===== config.mk =====
export PLATFORM = sky130hd
export DESIGN_NAME = gfb_ctrl
export DESIGN_NICKNAME = d
export VERILOG_FILES = /design/src/rtl/core/gfb_pkg.sv /design/src/rtl/core/gfb_ctrl.sv
export SDC_FILE = /design/constraint.sdc
export NUM_CORES = 1
export LEC_CHECK = 0
export ABC_AREA = 1
export BUFFER_PORTS_ARGS = -buffer_cell sky130_fd_sc_hd__buf_2
export CORE_MARGIN = 2
export CORE_UTILIZATION = 30
export DETAILED_ROUTE_END_ITERATION = 6
export GPL_ROUTABILITY_DRIVEN = 0
export PLACE_DENSITY_LB_ADDON = 0.1
export REMOVE_ABC_BUFFERS = 1
export SLEW_MARGIN = 30
export SYNTH_ARGS = -nofsm -noshare
export SYNTH_HDL_FRONTEND = slang
export SYNTH_SLANG_ARGS = --single-unit

===== constraint.sdc =====
create_clock -name clk_i -period 1.9 [get_ports clk_i]
set_clock_uncertainty 0.05 [all_clocks]
set_input_delay 0.38 -clock clk_i [delete_from_list [all_inputs] [get_ports clk_i]]
set_output_delay 0.38 -clock clk_i [all_outputs]
set_load 0.01 [all_outputs]

===== src/rtl/core/gfb_pkg.sv =====
`default_nettype none

package gfb_pkg;

  localparam int unsigned STORE_ROWS         = 64;
  localparam int unsigned STORE_BYTE_COLUMNS = 128;
  localparam int unsigned CFG_DATA_W         = 9;

  typedef enum logic [1:0] {
    OP_CLEAR   = 2'd0,
    OP_MONO    = 2'd1,
    OP_GRAY    = 2'd2,
    OP_REFRESH = 2'd3
  } gfb_op_e;

  typedef enum logic [1:0] {
    CFG_ORIGIN_COLUMN = 2'd0,
    CFG_ORIGIN_ROW    = 2'd1,
    CFG_IMAGE_WIDTH   = 2'd2,
    CFG_IMAGE_HEIGHT  = 2'd3
  } cfg_index_e;

  typedef enum logic [1:0] {
    ST_CLEAR,
    ST_IDLE,
    ST_WRITE,
    ST_RESULT
  } gfb_state_e;

  typedef struct packed {
    gfb_op_e    cmd;
    logic [7:0] image_byte;
    logic       first_of_image;
  } in_item_t;

  typedef struct packed {
    logic [7:0] out_byte;
    logic       is_command;
    logic       end_of_frame;
  } out_item_t;

  // controller -> datapath
  typedef struct packed {
    logic       clr_en;
    logic       img_load;
    logic       img_mono;
    logic       wr_en;
    logic [1:0] wr_k;
    logic       wr_mono;
    logic       scan_load;
    logic       out_load;
  } gfb_cmd_t;

  // datapath -> controller
  typedef struct packed {
    logic clr_last;
  } gfb_status_t;

endpackage

`default_nettype wire


===== src/rtl/core/gfb_ctrl.sv =====
`default_nettype none

module gfb_ctrl (
  input  wire                 clk_i,
  input  wire                 rst_ni,
  input  wire                 in_valid_i,
  input  gfb_pkg::gfb_op_e    in_op_i,
  output logic                in_ready_o,
  output logic                out_valid_o,
  input  wire                 out_ready_i,
  input  gfb_pkg::gfb_status_t status_i,
  output gfb_pkg::gfb_cmd_t   cmd_o
);
  import gfb_pkg::*;

  gfb_state_e state_q, state_d;
  logic [1:0] wr_k_q, wr_k_d;
  logic       mono_q, mono_d;
  logic       out_valid_q, out_valid_d;
  logic       wr_last;
  logic       slot_free;

  assign wr_last   = !mono_q || (wr_k_q == 2'd3);
  assign slot_free = !out_valid_q || out_ready_i;

  always_comb begin
    state_d = state_q;
    unique case (state_q)
      ST_CLEAR: begin
        if (status_i.clr_last) state_d = ST_IDLE;
      end
      ST_IDLE: begin
        if (in_valid_i) begin
          unique case (in_op_i) inside
            OP_CLEAR:           state_d = ST_CLEAR;
            OP_MONO, OP_GRAY:   state_d = ST_WRITE;
            OP_REFRESH:         state_d = ST_RESULT;
          endcase
        end
      end
      ST_WRITE: begin
        if (wr_last) state_d = ST_IDLE;
      end
      ST_RESULT: begin
        if (slot_free) state_d = ST_IDLE;
      end
      default: state_d = ST_CLEAR;
    endcase
  end

  always_comb begin
    cmd_o      = '0;
    in_ready_o = 1'b0;
    unique case (state_q)
      ST_CLEAR: begin
        cmd_o.clr_en = 1'b1;
      end
      ST_IDLE: begin
        in_ready_o      = 1'b1;
        cmd_o.img_load  = in_valid_i && (in_op_i == OP_MONO || in_op_i == OP_GRAY);
        cmd_o.img_mono  = (in_op_i == OP_MONO);
        cmd_o.scan_load = in_valid_i && (in_op_i == OP_REFRESH);
      end
      ST_WRITE: begin
        cmd_o.wr_en   = 1'b1;
        cmd_o.wr_k    = wr_k_q;
        cmd_o.wr_mono = mono_q;
      end
      ST_RESULT: begin
        cmd_o.out_load = slot_free;
      end
      default: ;
    endcase
  end

  always_comb begin
    wr_k_d = wr_k_q;
    mono_d = mono_q;
    if (cmd_o.img_load) begin
      wr_k_d = 2'd0;
      mono_d = cmd_o.img_mono;
    end else if (cmd_o.wr_en) begin
      wr_k_d = wr_k_q + 2'd1;
    end
    if (cmd_o.out_load) begin
      out_valid_d = 1'b1;
    end else if (out_ready_i) begin
      out_valid_d = 1'b0;
    end else begin
      out_valid_d = out_valid_q;
    end
  end

  always_ff @(posedge clk_i or negedge rst_ni) begin
    if (!rst_ni) begin
      state_q     <= ST_CLEAR;
      wr_k_q      <= 2'd0;
      mono_q      <= 1'b0;
      out_valid_q <= 1'b0;
    end else begin
      state_q     <= state_d;
      wr_k_q      <= wr_k_d;
      mono_q      <= mono_d;
      out_valid_q <= out_valid_d;
    end
  end

  assign out_valid_o = out_valid_q;

  // the frame store never sees a write and a read together
  a_port_excl : assert property (@(posedge clk_i) disable iff (!rst_ni)
    !((cmd_o.wr_en || cmd_o.clr_en) && cmd_o.scan_load))
    else $error("memory write and read in the same cycle");

  a_refresh_to_result : assert property (@(posedge clk_i) disable iff (!rst_ni)
    (in_valid_i && in_ready_o && in_op_i == OP_REFRESH) |=> (state_q == ST_RESULT))
    else $error("refresh word did not reach result state");

  a_no_overwrite : assert property (@(posedge clk_i) disable iff (!rst_ni)
    cmd_o.out_load |-> (!out_valid_q || out_ready_i))
    else $error("result register overwritten while still pending");

  a_gray_single : assert property (@(posedge clk_i) disable iff (!rst_ni)
    (state_q == ST_WRITE && !mono_q) |-> (wr_k_q == 2'd0))
    else $error("gray word took more than one write");

  a_clear_blocks_input : assert property (@(posedge clk_i) disable iff (!rst_ni)
    (state_q == ST_CLEAR) |-> !in_ready_o)
    else $error("input taken during clearing pass");

endmodule

`default_nettype wire


Yosys cells after proc, flatten, opt, wreduce, memory -nomap -nowiden

Cells that the tools add are included.

Latch bits: 0
Memories: 0
Input port bits: 7
Output and inout bits: 11
Bits in writable memories: 0
Bits in read-only memories: 0
Flip-flop bits (word level): 6

Bitwise logic cells: 0
Mux-type cells: 16
Order comparisons: 0
Divide/modulo/power cells: 0
$add $sub $neg: 1
$mul: 0
Reductions and logical operators: 13
Equal/unequal tests: 11
Shift operators: 0

Operators with widths:

| cell                                                            | number |
|---|---|
| 2-bit two-way mux                                               | 7 |
| 2-bit == test, second input constant                            | 5 |
| 2-bit inequality test, second input constant                    | 4 |
| 2-bit case mux with 4 select lines                              | 1 |
| 1-bit two-way mux                                               | 6 |
| 2-bit case mux with 3 select lines                              | 1 |
| 2-bit by 1-bit == test with 1-bit output, second input constant | 2 |
| 2-bit zero test                                                 | 2 |
| 4-bit two-way mux                                               | 1 |
| 4-bit AND reduction                                             | 1 |
| 2-bit nonzero test                                              | 2 |
| 1-bit logical OR                                                | 3 |
| 2-bit by 1-bit adder with 2-bit output, second input constant   | 1 |
| 1-bit logical AND                                               | 2 |
| 1-bit zero test                                                 | 2 |
| 2-bit OR reduction                                              | 1 |

Longest topological paths before layout

Word-level depth: 5
Mapped depth: 8
Depth with buffers taken out: 8

Least setup slack after synthesis

Ideal clock, no wire load.

Path type: register -> output
Start point: reg state_q[0]
End point: out cmd_o[1] (netlist bit)
Setup slack: 519 ps
Arrival: 951 ps
Data required time: 1470 ps
Stages on the path, launching flop included: 5
Path buffers: 0
Cell sequence: dfrtp_1 > inv_1 > nor2_4 > inv_1 > nor3_1

RTL lines:

| element                  | RTL line        | source |
|---|---|---|
| start: declaration       | gfb_ctrl.sv:16  | `gfb_state_e state_q, state_d;` |
| start signal: assignment | gfb_ctrl.sv:101 | `state_q <= state_d;` |
| end: declaration         | gfb_ctrl.sv:12  | `output gfb_pkg::gfb_cmd_t cmd_o` |

==> results by group <==
Synthesis
  – Yosys warnings: 0
  – Post-synthesis mux area share: 0%
  – Yosys reg bits: 6
  – XOR/XNOR share of the synthesized area: 0%
  – Top-area cell type share of the netlist area: 34.4%
  – Synthesized area per cell: 6.93 sq um
  – Synth Instances: 63
  – Register area share after synthesis: 34.4%
  – Synth Area in Simple Gates: between 30% and 40%
  – Distinct cells, synth: 16
  – Synth area leaders: dfrtp_1, inv_1, nand2_1
  – Main combinational cell family by area after synthesis: simple AND/OR/NAND/NOR gates
  – Mapped cell area: 437 sq um
  – Yosys top cell by area: dfrtp_1
  – Synth Area in Adders: 11.5%
  – Post-synthesis compound-gate area fraction: 5.73%

Worst setup path
  – Buf+Inv Stages, Crit Path: 3
  – WP data required: 1.47 ns
  – Crit Reg-Reg Startpoint: state_q[0]$_DFFE_PN0P_
  – Critical R2R Capture: state_q[0]$_DFFE_PN0P_
  – R2R cell count: 7
  – Crit-path cells: inv_1, nor2_4, inv_1, nor3_1, buf_2
  – CP top delay family: flip-flops
  – R2R Setup Slk: 0.74 ns
  – CP Launch Type: flop
  – Arrival @ worst endpoint: ~1.3 ns
  – Most frequent CP cell: inv_1
  – Crit Path Class: flop to primary output
  – CP max stage cell: dfrtp_1
  – Worst setup EP type: primary output
  – Critical path depth in cells: 5
  – Highest cell delay on the worst timing path: about 0.4 ns
  – Critical path peak fanout: 5

Drt
  – Total vias in the final route: about 410
  – DRT iter0 DRCs: 5
  – Antenna Violating Nets Remaining: 0
  – Average wire per standard cell: between 8 and 9 um
  – Drt pass-1 iters: 2
  – DRC: 0
  – Routed vias/inst: around 4.2
  – DRT Wirelength: about 800 um

STA
  – Post-layout min period: 1.68 ns
  – Worst slew margin: 84.9%
  – TNS Setup: 0 ns
  – Final period util: 88.7%
  – Fmax: 594 MHz
  – Slew Viols, Final: 0
  – Final setup fails: 0
  – Final Hold Fails: 0
  – RSZ-0062 raised after global routing: false
  – Slew @ Worst Pin: 0.227 ns
  – Hold WS: 0.386 ns

Layout
  – Final instance area: 566 sq um
  – Most frequent cells in the layout: inv_1, buf_2, nand2_1
  – Ratio of cells with drive above 1 in the final layout: 32.5%
  – Fin nets: 96
  – Core Util, Final: between 40 and 50%
  – Diodes inserted: 0
  – Area delta synth->final: 29.5%

Global route
  – First-pass GRT wire length: 1.39 mm
  – Largest net degree at the start of global routing: 7
  – Antenna violations before repair: 0
  – Number of global-route vias before repair: between 300 and 400
  – Congestion Overflow GR: 0
  – GRT Total Usage: 10.5%

Min path
  – Hold Path Depth: 4
  – HP Class: input pin to flop
  – Hold Crit Endpoint: out_valid_o$_DFFE_PN0P_
  – HP Start: out_ready_i

Clock network
  – Htree depth: 1
  – Post-CTS resize count: 0
  – Clock Latency Late Sink: around 0.24 ns
  – Root Driver: clkbuf_4
  – CTS max path bufs: 2
  – Sink Count: 6
  – Clock-pin slew on the worst setup and hold paths: 0.04 ns
  – TritonCTS Buffers: 3
  – TritonCTS clock tree: built

Placement
  – Area of placed instances: 533 sq um
  – Port Buf Inserts: 17
  – HPWL Detailed: between 600 and 700 um

Power and ir drop
  – Power per cell area: 1250 nW/um^2
  – Total power draw: around 700 uW
  – IR drop worst, VDD: roughly 470 uV
  – Leakage: approximately 0.00036 uW

Floorplan
  – Num rows: 13
  – Initial core utilization: between 30% and 40%
  – Core Region: between 1000 and 1500 sq um
  – Die Ht: 42.2 um
  – # IOs: 18
  – Chip width: 42.2 um
  – Die area: 1780 sq um

Flow run
  – Max Cap Viol: 0

Outcome
  – Status: finished clean
layout make-up:
| cell class | instances | area (sq um) |
|---|---|---|
| Sequential cell | 6 | 150 |
| Multi-Input combinational cell | 38 | 211 |
| Clock buffer | 3 | 22.5 |
| Fill cell | 154 | 768 |
| Tap cell | 15 | 18.8 |
| Inverter | 18 | 67.6 |
| Timing Repair Buffer | 18 | 95.1 |
how the worst max path moves through the flow:
stage	start	end	slack, ns
2_1_floorplan	state_q[0]$_DFFE_PN0P_	cmd_o[1]	0.52
3_3_place_gp	in_op_i[0]	cmd_o[7]	0.39
3_5_place_dp	in_op_i[0]	cmd_o[7]	0.38
4_1_cts	state_q[0]$_DFFE_PN0P_	cmd_o[1]	0.19
5_1_grt	state_q[0]$_DFFE_PN0P_	cmd_o[1]	0.14
6_report	state_q[0]$_DFFE_PN0P_	cmd_o[1]	0.22
flip-flops by register name, summed over array words and instances (netlist names):
signal and cells:
wr_k_q 2, mono_q 1, state_q 2, out_valid_o 1
where the power goes:
part	switching (uW)	total, uW	leakage [uW]	internal, uW
clock	44.6	116	0.0000138	71.4
combinational	213	348	0.000270	135
sequential	54.3	240	0.0000765	186
total	312	704	0.000360	393
cells in the mapped netlist (all sizes together):
cell type / instances
dfrtp: 6
nor2: 9
buf: 1
nand2: 16
nand3: 3
ha: 4
o21ai: 4
a21oi: 1
nor3: 1
inv: 18
repair_timing:
item	in CTS	in global routing
setup buffers	0	0
hold buffers	1	0
endpoints found under the hold margin	6	0
per-stage QoR:
step	setup slack [ns]	cells
floorplan	0.519	62
global placement	0.390	94
detailed placement	0.384	94
CTS	0.185	98
global route	0.139	98
finish	0.215	98
per-layer routing:
layer / vias up / track usage [%] / share of wire, %
met5: - / 0 / 0
met4: 0 / 11.3 / 2.4
met3: 2 / 1.72 / 6.2
met2: 14 / 16.3 / 43
met1: 166 / 11.4 / 48
li1: 225 / - / -
worst reg2reg max path, delay by kind of cell, from the launching register on:
| kind | cells | cell delay [ns] |
|---|---|---|
| DFF | 1 | 0.41 |
| buffers and inverters | 1 | 0.12 |
| and+or+nand+nor | 6 | 0.47 |
cells by family after synthesis:
| family | after synthesis |
|---|---|
| AOI/OAI and AO/OA | 5 |
| DFF | 6 |
| buffers and inverters | 19 |
| adders and majority gates | 4 |
| and+or+nand+nor | 29 |
Power figures use the tool's default switching activity.
